`config.mk`:
```
export PLATFORM = sky130hd
export DESIGN_NAME = efla_ram
export DESIGN_NICKNAME = d
export VERILOG_FILES = /design/src/hdl/efla_ram.sv
export SDC_FILE = /design/constraint.sdc
export NUM_CORES = 1
export LEC_CHECK = 0
export BUFFER_PORTS_ARGS = -buffer_cell sky130_fd_sc_hd__clkbuf_2
export CORE_MARGIN = 1
export CORE_UTILIZATION = 50
export DETAILED_ROUTE_END_ITERATION = 7
export PLACE_DENSITY = 0.72
export SLEW_MARGIN = 5
export SYNTH_ARGS = -nofsm -noshare
export SYNTH_HDL_FRONTEND = slang
export SYNTH_SLANG_ARGS = --single-unit
```
`constraint.sdc`:
```
create_clock -name clk -period 1.8 [get_ports clk]
set_clock_uncertainty 0.1 [all_clocks]
set_input_delay 0.36 -clock clk [delete_from_list [all_inputs] [get_ports clk]]
set_output_delay 0.36 -clock clk [all_outputs]
set_load 0.03 [all_outputs]
```
`src/hdl/efla_ram.sv`:
```
// ============================================================================
// Generic RAM
// One write port and one read port with registered read data.
// ============================================================================
module efla_ram #(
    parameter int WIDTH = 8,
    parameter int DEPTH = 16,
    localparam int AW = $clog2(DEPTH)
) (
    input  logic             clk,
    input  logic             rd_en,
    input  logic [AW-1:0]    rd_addr,
    output logic [WIDTH-1:0] rd_data,
    input  logic             wr_en,
    input  logic [AW-1:0]    wr_addr,
    input  logic [WIDTH-1:0] wr_data
);

    logic [WIDTH-1:0] mem [DEPTH];

    always_ff @(posedge clk)
    begin
        if (wr_en)
        begin
            mem[wr_addr] <= wr_data;
        end
        if (rd_en)
        begin
            rd_data <= mem[rd_addr];
        end
    end

endmodule

```
# Word level (Yosys, flattened, before mapping)
# Memory sizes are Yosys's and may differ from the RTL's. A register that Yosys moved wholly into a read port is not among the register bits.
# Cells that the tools add are included.
[totals]
reg_bits = 0
ramBits = 128
in_bits = 19
word_cells = 3
n_memories = 1
[memory_table]
columns = ["memory", "words", "width", "read_ports", "rd_clocked_by_memory_dff", "write_ports", "line_no", "rtl"]
rows = [
  ["mem", 16, 8, 1, 1, 1, "19", "logic [WIDTH-1:0] mem [DEPTH];"],
]
[op_classes]
mux = 2
[op_table]
columns = ["op", "n"]
rows = [
  ["$mux W1", 2],
]

# Longest topological paths before layout
[depth]
depth_word = 2
depth_mapped = 5
ltp_nobuf = 3

# Worst setup path after synthesis
# Ideal clock, no wire load.
[synth_path]
path_type = "input to register"
start = "in wr_addr[2]"
end = "mem mem[0][0], enable pin"
setup_ns = 0.383
arrival_ns = 1.470
setup_slack_ns = -0.153
stages = 2
path_cell_list = "or3b_2 > nor3_1"
[synth_lines]
columns = ["element", "line_no", "rtl"]
rows = [
  ["start, declared", "15", "input logic [AW-1:0] wr_addr,"],
  ["end, declared", "19", ""],
]
# No word-level cell before the write port.

==> results.py <==
metrics = {
    "power": {
        "powerDensity_nw_per_um2": 1110,
        "switching_share_pct": 19.8,
        "internal_power_w": 0.00549,
        "p_leak_nw": 2.09,
        "power_w": 0.00685,
        "p_clk_share_pct": 42.3,
        "p_switching_w": 0.00136,
        "pwr-share-seq_pct": 52.4,
        "ir_drop_v": 0.000469,
        "combinationalPowerShare_pct": 5.3,
    },
    "yosys": {
        "synth_area_per_cell_um2": 22.8,
        "synth.distinct_cells": 18,
        "synth.top_cell.area_share_pct": 78.1,
        "yosys_warnings": 0,
        "yosys_register_bits": 136,
        "yosysTopAreaCell": "edfxtp_1",
        "synth_area_leaders": "edfxtp_1, mux4_2, mux4_1",
        "syn_area_um2": 5230,
        "yosysSeqAreaShare_pct": 78.1,
        "syn_inst": 229,
        "syn_nets": 248,
    },
    "cells_and_area": {
        "layout_common_cells": "edfxtp_1, clkbuf_2, buf_4",
        "utilization_pct": 61.8,
        "regArea_um2": 4080,
        "diodes": 0,
        "layout_commonest_cell": "edfxtp_1",
        "num-nets-final": 306,
        "stdcell_area_um2": 6150,
        "fillers": 670,
        "area_delta_synth_final_pct": 17.7,
        "multi_input_area_um2": 1060,
        "drive_gt1_share_pct": 30.0,
    },
    "setup_path": {
        "cp.arrival_ns": 1.77,
        "reg2reg_to": "rd_data[1]",
        "worst_setup_path_end_kind": "flop",
        "critPathSlowestCell": "mux4_1",
        "startpoint": "mem[1][1]",
        "crit_end": "rd_data[1]",
        "r2r_start": "mem[1][1]",
        "worstPathRequired_ns": 1.95,
        "critPathLaunchType": "flop",
        "r2r_slack_ns": 0.19,
        "path_cells": "mux4_1 -> a22oi_1 -> nand2_1",
        "cp_max_fo": 1,
        "r2r_cells": 3,
        "cpPeakStageDelay_ns": 0.50,
        "crit_type": "flop to flop",
    },
    "clock_network": {
        "htree_levels": 4,
        "cts.reportedPaths.clkPinSlew_ns": 0.06,
        "cts_sinks": 136,
        "ctsHoldBuffers": 0,
        "clock_path_buffers": 2,
        "cts_tree": "yes",
        "cts-resized-gates": 0,
        "postCtsSetupBuffers": 0,
        "cts_buffers": 17,
        "clockRootBuffer": "clkbuf_8",
        "clk_latency_ns": 0.52,
    },
    "timing": {
        "maxSlewViolCount": 0,
        "fin_ws_ns": 0.188,
        "max-slew-margin-rel_pct": 53.1,
        "tightest_slew_ns": 0.700,
        "fin_crit_ns": 1.61,
        "hold_viol": 0,
        "finalSetupTns_ns": 0,
        "setup_viol": 0,
        "timing.final.crit_share_pct": 89.6,
        "rsz0062_at_grt": "no",
        "fmax_mhz": 620,
    },
    "routing": {
        "drt_iter0_drc": 184,
        "avgViaCountPerCell": 5.74,
        "drc_errors": 0,
        "routedWlPerCell_um": 22.8,
        "postRouteWirelength_um": 9800,
        "vias": 2468,
        "drtPass1Iterations": 4,
        "ant_nets": 0,
    },
    "flow_run": {
        "maxCapViolations": 0,
    },
    "placement": {
        "dp_hpwl_um": 6090,
        "routabilityCongestion": 0.706,
        "dp_slack_ns": -0.210,
        "place_area_um2": 5670,
        "portBuffers": 26,
    },
    "grt": {
        "antenna_found_initial": 0,
        "grt-ovfl-total": 0,
        "grt_use_total_pct": 20.7,
        "grt_pass1_vias": 2544,
        "grt_max_degree": 17,
        "grt_pass1_wl_um": 15400,
    },
    "floorplan": {
        "start_util_pct": 52.5,
        "dieArea_um2": 10900,
        "die_h_um": 104,
        "fp-row-count": 36,
        "io_pins": 27,
        "fp.dieW_um": 104,
        "core_area_um2": 9950,
    },
    "status": {
        "status": "finished clean",
    },
    "min_path": {
        "hold_depth": 1,
        "hp-class": "input port to flop",
    },
}
## cell type report
class	count	share of cell area, %
Clock buffer	21	6.97
Timing Repair Buffer	49	5.73
Clock inverter	8	0.956
Sequential cell	136	66.4
Multi-Input combinational cell	83	17.3
Tap cell	133	2.70
## metrics by stage
stage,cells,hold slack [ns]
final,430,0.170
after detailed placement,401,0.640
after CTS,430,0.166
after floorplan,229,0.359
after global routing,430,0.174
after global placement,401,0.627
## worst max-delay path: cells and delay by family, from the launching register on
kind            cells  cell delay, ns
mux                 1            0.50
flops               1            0.37
simple gates        1            0.10
compound gates      1            0.28
## cell usage after synthesis
cell	count
a22oi_1	16
and2_1	1
and2b_1	1
buf_2	3
buf_4	1
buf_6	3
clkdlybuf4s25_2	3
edfxtp_1	136
mux4_1	14
mux4_2	18
nand2_1	9
nand2b_1	2
nand3_1	1
nand3b_1	2
nor2_1	13
nor2b_1	1
nor3_1	4
or3b_2	1
## worst min-delay path by stage
stage / from / end / slack [ns]
after detailed placement: mem[8][5] / rd_data[5] / 0.64
final: wr_data[2] / mem[15][2] / 0.17
after CTS: wr_data[5] / mem[3][5] / 0.17
after global routing: wr_data[0] / mem[0][0] / 0.17
after floorplan: wr_data[0] / mem[0][0] / 0.36
after global placement: mem[8][5] / rd_data[5] / 0.63
## cell families after synthesis
family                 after synthesis  synth area share, %
buffers and inverters               10                 1.65
AO/OA/AOI/OAI                       16                 2.30
flip-flops                         136                 78.1
multiplexers                        32                 14.8
AND/OR/NAND/NOR                     35                 3.14
## metal layers
metal / track usage [%] / share of wire [%] / up-vias
met4: 8.27 / 1.3 / 0
met2: 33.5 / 52 / 98
li1: - / - / 1094
met1: 26.2 / 40 / 1264
met3: 6.33 / 6.9 / 12
met5: 0 / 0 / -
## power by group through the flow
| stage | sequential, W | combinational [W] | clock, W |
|---|---|---|---|
| after floorplan | 0.00368 | 0.000180 | 0 |
| after global placement | 0.00365 | 0.000358 | 0 |
| after detailed placement | 0.00366 | 0.000365 | 0 |
| after CTS | 0.00359 | 0.000368 | 0.00295 |
| after global routing | 0.00360 | 0.000393 | 0.00307 |
| final | 0.00359 | 0.000360 | 0.00290 |
## flip-flops by register name, indices dropped and copies added (netlist names)
| signal | cells |
|---|---|
| rd_data | 8 |
| mem | 128 |
Note: power is estimated with default switching activity, not from simulation.
