**config.mk**
```make
export PLATFORM = sky130hd
export DESIGN_NAME = efla_ctrl
export DESIGN_NICKNAME = d
export VERILOG_FILES = /design/src/hdl/efla_pkg.sv /design/src/hdl/efla_ctrl.sv
export SDC_FILE = /design/constraint.sdc
export NUM_CORES = 1
export LEC_CHECK = 0
export BUFFER_PORTS_ARGS = -buffer_cell sky130_fd_sc_hd__clkbuf_2
export CORE_UTILIZATION = 56
export DETAILED_ROUTE_END_ITERATION = 10
export PLACE_DENSITY = 0.85
export SYNTH_ARGS = -nofsm -noshare
export SYNTH_HDL_FRONTEND = slang
export SYNTH_SLANG_ARGS = --single-unit
```
**constraint.sdc**
```tcl
create_clock -name clk -period 3.9 [get_ports clk]
set_input_delay 0.195 -clock clk [delete_from_list [all_inputs] [get_ports clk]]
set_output_delay 0.195 -clock clk [all_outputs]
set_load 0.02 [all_outputs]
```
**src/hdl/efla_pkg.sv**
```systemverilog
// ============================================================================
// Extent free-list allocator package
// Types, codes and constants shared by the allocator modules and its checker.
// ============================================================================
package efla_pkg;

    // Blocks in the volume store, including reserved block zero.
    localparam int NBLOCKS = 1024;

    // Field widths fixed by the interface.
    localparam int BLK_W = 10;
    localparam int VOL_W = 11;
    localparam int MEM_W = 2 * BLK_W;

    localparam logic [VOL_W-1:0] NBLOCKS_V  = VOL_W'(NBLOCKS);
    localparam logic [VOL_W-1:0] VOL_RESET  = VOL_W'(1024);
    localparam logic [BLK_W-1:0] FREE_MAX   = BLK_W'(NBLOCKS - 1);
    localparam logic [BLK_W-1:0] FIRST_BLK  = BLK_W'(1);

    typedef enum logic [1:0] {
        KIND_FORMAT  = 2'd0,
        KIND_ALLOC   = 2'd1,
        KIND_RELEASE = 2'd2,
        KIND_NOP     = 2'd3
    } kind_t;

    typedef enum logic [1:0] {
        STATUS_OK       = 2'd0,
        STATUS_NO_FREE  = 2'd1,
        STATUS_RESERVED = 2'd2
    } status_t;

    typedef enum logic {
        ST_IDLE,
        ST_EXEC
    } state_t;

    typedef struct packed {
        kind_t            kind;
        logic [BLK_W-1:0] block;
    } req_t;

    typedef struct packed {
        logic [BLK_W-1:0] granted_block;
        status_t          status;
        logic [BLK_W-1:0] free_count;
    } rsp_t;

    // Extent record store access: read port and write port.
    typedef struct packed {
        logic             rd_en;
        logic [BLK_W-1:0] rd_addr;
        logic             wr_en;
        logic [BLK_W-1:0] wr_addr;
        logic [MEM_W-1:0] wr_data;
    } mem_req_t;

endpackage

```
**src/hdl/efla_ctrl.sv**
```systemverilog
// ============================================================================
// Extent free-list allocator control
// Sequencer, head and count registers, record update logic and result register.
// ============================================================================
module efla_ctrl (
    input  logic                          clk,
    input  logic                          rst_n,
    input  logic                          req_valid,
    output logic                          req_ready,
    input  efla_pkg::req_t                req,
    output logic                          rsp_valid,
    input  logic                          rsp_ready,
    output efla_pkg::rsp_t                rsp,
    input  logic                          cfg_wr_en,
    input  logic [efla_pkg::VOL_W-1:0]    cfg_wr_data,
    output efla_pkg::mem_req_t            mem_req,
    input  logic [efla_pkg::MEM_W-1:0]    mem_rd_data
);
    import efla_pkg::*;

    state_t           state_reg, state_next;
    req_t             op_reg;
    logic [BLK_W-1:0] head_reg, head_next;
    logic [BLK_W-1:0] free_reg, free_next;
    logic [VOL_W-1:0] vol_reg;
    rsp_t             rsp_reg, rsp_next;
    logic             rsp_valid_reg, rsp_valid_next;

    logic             accept;
    logic [BLK_W-1:0] rd_size, rd_link;
    logic [VOL_W-1:0] vol_clamp, vol_clamp_m1;
    logic [BLK_W-1:0] fmt_free;
    logic [VOL_W-1:0] head_up;
    logic [BLK_W-1:0] granted;
    status_t          status;

    // A new item is taken only when the result register will be empty by the
    // time this item's result is written.
    assign req_ready = (state_reg == ST_IDLE) && (!rsp_valid_reg || rsp_ready);
    assign accept    = req_valid && req_ready;

    assign rd_size = mem_rd_data[MEM_W-1:BLK_W];
    assign rd_link = mem_rd_data[BLK_W-1:0];

    assign vol_clamp    = (vol_reg > NBLOCKS_V) ? NBLOCKS_V : vol_reg;
    assign vol_clamp_m1 = vol_clamp - VOL_W'(1);
    assign fmt_free     = (vol_clamp == '0) ? '0 : vol_clamp_m1[BLK_W-1:0];
    assign head_up      = {1'b0, head_reg} + VOL_W'(1);

    assign rsp       = rsp_reg;
    assign rsp_valid = rsp_valid_reg;

    always_comb
    begin
        state_next      = state_reg;
        head_next       = head_reg;
        free_next       = free_reg;
        rsp_next        = rsp_reg;
        rsp_valid_next  = rsp_valid_reg && !rsp_ready;
        granted         = '0;
        status          = STATUS_OK;
        mem_req.rd_en   = accept;
        mem_req.rd_addr = head_reg;
        mem_req.wr_en   = 1'b0;
        mem_req.wr_addr = head_reg;
        mem_req.wr_data = '0;

        case (state_reg)
            ST_IDLE:
            begin
                if (accept)
                begin
                    state_next = ST_EXEC;
                end
            end
            ST_EXEC:
            begin
                state_next = ST_IDLE;
                case (op_reg.kind)
                    KIND_FORMAT:
                    begin
                        free_next       = fmt_free;
                        head_next       = FIRST_BLK;
                        mem_req.wr_en   = 1'b1;
                        mem_req.wr_addr = FIRST_BLK;
                        mem_req.wr_data = {fmt_free, BLK_W'(0)};
                    end
                    KIND_ALLOC:
                    begin
                        if (free_reg == '0)
                        begin
                            status = STATUS_NO_FREE;
                        end
                        else
                        begin
                            granted   = head_reg;
                            free_next = free_reg - BLK_W'(1);
                            if (rd_size <= BLK_W'(1))
                            begin
                                head_next = rd_link;
                            end
                            else
                            begin
                                // Shrink the extent by moving its record one block up.
                                head_next       = head_up[BLK_W-1:0];
                                mem_req.wr_en   = (head_up < NBLOCKS_V);
                                mem_req.wr_addr = head_up[BLK_W-1:0];
                                mem_req.wr_data = {rd_size - BLK_W'(1), rd_link};
                            end
                        end
                    end
                    KIND_RELEASE:
                    begin
                        if (op_reg.block == '0)
                        begin
                            status = STATUS_RESERVED;
                        end
                        else if ({1'b0, op_reg.block} < vol_clamp)
                        begin
                            mem_req.wr_en   = 1'b1;
                            mem_req.wr_addr = op_reg.block;
                            mem_req.wr_data = {FIRST_BLK, head_reg};
                            head_next       = op_reg.block;
                            if (free_reg < FREE_MAX)
                            begin
                                free_next = free_reg + BLK_W'(1);
                            end
                        end
                    end
                    default:
                    begin
                    end
                endcase
                rsp_next = '{granted_block: granted, status: status, free_count: free_next};
                rsp_valid_next = 1'b1;
            end
            default:
            begin
                state_next = ST_IDLE;
            end
        endcase
    end

    always_ff @(posedge clk or negedge rst_n)
    begin
        if (!rst_n)
        begin
            state_reg     <= ST_IDLE;
            head_reg      <= FIRST_BLK;
            free_reg      <= '0;
            vol_reg       <= VOL_RESET;
            rsp_valid_reg <= 1'b0;
        end
        else
        begin
            state_reg     <= state_next;
            head_reg      <= head_next;
            free_reg      <= free_next;
            rsp_valid_reg <= rsp_valid_next;
            if (cfg_wr_en)
            begin
                vol_reg <= cfg_wr_data;
            end
        end
    end

    always_ff @(posedge clk)
    begin
        if (accept)
        begin
            op_reg <= req;
        end
        rsp_reg <= rsp_next;
    end

endmodule

```
# Word-level counts from Yosys, hierarchy flattened
# Index checks and enable logic that the tools add are counted.
# totals
ff_bits	67
in_bits	48
out_inout_bits	66
elab_cells	64
# op_classes
addsub	5
order_cmp	5
n_eq_ne	5
mux	24
bitwise_logic	2
n_reduce_logical	13
# op_table
operator	n
$mux 31	5
$pmux 31 s3	1
$mux 10	9
$pmux 10 s3	2
$sub 10x1->10 const B	3
$logic_not 10->1	2
$add 10x1->11 const B	1
$gt 11x11->1 const B	1
$logic_not 11->1	1
$lt 10x11->1	1
$lt 11x11->1 const B	1
$mux 11	1
$add 10x1->10 const B	1
$le 10x1->1 const B	1
$lt 10x10->1 const B	1
$ne 2x2->1 const B	3
$reduce_and 5->1	1
$pmux 2 s2	1
$logic_and 1x1->1	3
$mux 1	3
$reduce_bool 3->1	1
$eq 2x1->1 const B	1
$eq 2x2->1 const B	1
$logic_not 1->1	2
other kinds (6)	7

# Logic depth before layout (Yosys ltp)
# depth
depth_word	7
depth_mapped	11
ltp_nobuf	9

# Worst setup path before layout
# OpenSTA, ideal clock, no wires.
# synth_timing
path_type	reg-to-output
from	register vol_reg[10]
to	output port mem_req[2] (netlist bit)
t_arrival_ns	3.143
required_ns	3.705
path_slack_ns	0.562
stages_incl_launch_ff	12
path_buffers	3
path_cell_list	dfstp_2 clkbuf_1 clkbuf_1 nand2b_1 ha_1 a21oi_1 a21oi_1 or2_2 a211oi_1 clkbuf_1 a22oi_1 nor2_1
# synth_lines
item	line_no	rtl
from (decl)	efla_ctrl.sv:25	logic [VOL_W-1:0] vol_reg;
from (signal assigned)	efla_ctrl.sv:162	vol_reg <= cfg_wr_data;
to (decl)	efla_ctrl.sv:16	output efla_pkg::mem_req_t mem_req,

==> reports/metrics.cfg <==
[status]
outcome=finished clean

[critical_path]
r2r_start=vol_reg[10]$_DFFE_PN1P_
critPathMaxFanout=25
critPathLaunch=vol_reg[10]$_DFFE_PN1P_
crit_type=register to primary output
cp-start-kind=register
cp.required_ns=3.70
worst_setup_path_end_kind=primary output
crit_arrival_ns=3.32

[timing]
worstMarginPinSlew_ns=0.944
fin_crit_sh_pct=90.2
final_hold_viol_count=0
rsz0062_at_grt=no
period_needed_ns=3.52
fmax_mhz=284
clock-skew-final_ns=0.0112
finalSetupTns_ns=0
slew_viol_final=0
slew-limit-headroom_pct=37.0
setup_viol=0

[yosys]
async_flop_share_pct=49.3
synth_cell_types=71
ys_seq_area_share_pct=35.0
synth_top_area_share_pct=19.3
syn_nets=684
ys_ff_latch=67
yosysWarnings=0
yosysTopAreaCell=edfxtp_1
syn_inst=617
synth_flop_cell=edfxtp_1
synth.area.top_cells=edfxtp_1 (19%), dfrtp_1 (15%), ha_1 (4.5%), nand2_1 (4.3%), a21oi_1 (3.8%)
syn-cell-area_um2=5280
synth_edf_count=34
syn_avg_cell_area_um2=8.56

[drt]
drt_first_iter_violations=652
drc_errors=0
vias_per_cell=6.71
firstDrtPassIters=5
via_count=5548
wl_um=16300
ant_nets=0
wire_per_inst_um=19.7

[clock_network]
postCtsSetupRepairBufs=0
clk-insertion-delay-late_ns=0.36
cts.sinks=67
cts_buffer_depth=2
clock-root-buffer=clkbuf_8
cts_tree=done
clkTransAtPathRegs_ns=0.08
htree_levels=3
cts_made_buffers=9

[final_layout]
nFillCells=787
fin_util_pct=66.4
layout_common_cells=clkbuf_2 (113), nand2_1 (61), nor2_1 (53), a21oi_1 (40), edfxtp_1 (34)
area_growth_pct=15.7
diodes=0
fin_nets=778
final_common_cell=clkbuf_2
drive_gt1_share_pct=24.3
largest_register_ffs=22

[floorplan]
start_util_pct=57.4
core.rowCount=35
dieWidth_um=99.1
die_h_um=99.1
dieArea_um2=9820
core_area_um2=9200
ios=114

[placed_design]
gp_congestion=0.975
io_buffers=113
dp_hpwl_um=11900

[global_routing]
grt_pass1_wl_um=25800
grt_pass1_vias=5169
grt_start_max_net_pins=34
track_usage_pct=33.5
antenna_found_initial=0
grt_overflow_total=0

[hold_path]
worstHoldStart=req[5]
min_path_type=input port to register

[power]
power_density_nw_per_um2=448
p_leak_uw=0.00255
vdd.ir_drop.worst_uv=260
post-layout-total-power_uw=2740

[job]
drv_cap=0

==> cell usage after synthesis (3+ instances only) <==
library cell and instances:
inv_1 28, buf_2 4, nand4_1 7, or3_1 3
nand3_1 14, edfxtp_1 34, xor2_1 6, nor2_1 53
nor3_1 23, xnor2_1 16, o21ai_0 26, o22ai_1 4
a221o_1 5, a211o_1 3, dfrtp_1 31, a32oi_1 4
a22o_1 4, mux2i_1 13, o2111ai_1 3, buf_6 3
mux2_2 14, or4_1 6, ha_1 19, o211ai_1 8
nor4_1 11, and2_1 6, or2_2 3, a21oi_1 40
a31oi_1 8, a211oi_1 8, a21o_1 4, nand2_1 61
o21a_1 8, and3_1 13, clkbuf_1 37, o221ai_1 5
a311oi_1 4, a22oi_1 14, nand2b_1 15, a21boi_0 4
o31ai_1 3, o211a_1 3
==> metrics by stage <==
step                instances  instance area, um^2  setup WS [ns]  hold slack [ns]
floorplan                 617                 5280          0.562           -0.101
global placement          810                 5900          0.630            0.366
detailed placement        810                 5900          0.500            0.374
CTS                       827                 6100          0.129          0.00499
global route              827                 6110          0.149         0.000561
finish                    827                 6110          0.382           0.0118
==> worst max-delay path: stages, from the launching register on <==
cell and delay [ns]:
dfstp_2 0.74, nand2b_1 0.18, ha_1 0.25, a21o_1 0.19, a31oi_1 0.23, o21ai_0 0.30, a21oi_1 0.27, buf_4 0.20
nand2_1 0.12, o211ai_1 0.28, clkbuf_2 0.22
==> per-layer routing <==
metal	wire [um]	vias up	GRT usage, %	part of all wire, %
met5	0	-	0	0
met3	1670	65	7.03	10
met1	6450	2622	43.7	40
li1	-	2502	-	-
met2	7520	359	53.0	46
met4	643	0	17.0	4.0
==> final timing paths <==
kind | cells after the start | endpoint | slack [ns]
max in group asynchronous | 2 | vol_reg[0]$_DFFE_PN0P_ | 2.80
min in group asynchronous | 2 | head_reg[2]$_DFFE_PN0P_ | 0.51
hold / removal | 1 | op_reg[5]$_DFFE_PP_ | 0.01
setup / recovery | 10 | mem_req[23] | 0.38
hold reg to reg | 2 | rsp_valid$_DFF_PN0_ | 0.56
setup reg to reg | 8 | head_reg[8]$_DFFE_PN0P_ | 0.48
==> cell families (layout without fill, tap and decap cells) <==
group,count (synthesis),count (layout),share of synthesized area (%)
multiplexers,27,27,5.45
flip-flops,67,67,35.0
XOR/XNOR,22,22,3.65
AO/OA/AOI/OAI,178,178,23.6
buffers and inverters,75,174,5.92
adder cells (fa/ha/maj),19,19,4.50
AND/OR/NAND/NOR,229,229,21.8
==> report_power, final <==
part,total (uW),internal (uW),switching [uW]
combinational,1060,419,639
clock,581,296,285
sequential,1100,874,222
==> layout make-up <==
type / instances / area, um^2 / area share [%]
Clock inverter: 6 / 66.3 / 1.09
Timing Repair Buffer: 129 / 688 / 11.3
Tap cell: 111 / 139 / 2.27
Sequential cell: 67 / 1850 / 30.3
Inverter: 29 / 109 / 1.78
Clock buffer: 10 / 128 / 2.09
Multi-Input combinational cell: 475 / 3130 / 51.2
==> repair_timing <==
action                                  CTS  global route
hold endpoints to repair                  6             0
hold buffers                              1             0
endpoints found under the setup margin    0             8
gates resized for setup                   0             2
(Power assumes the default switching activity.)
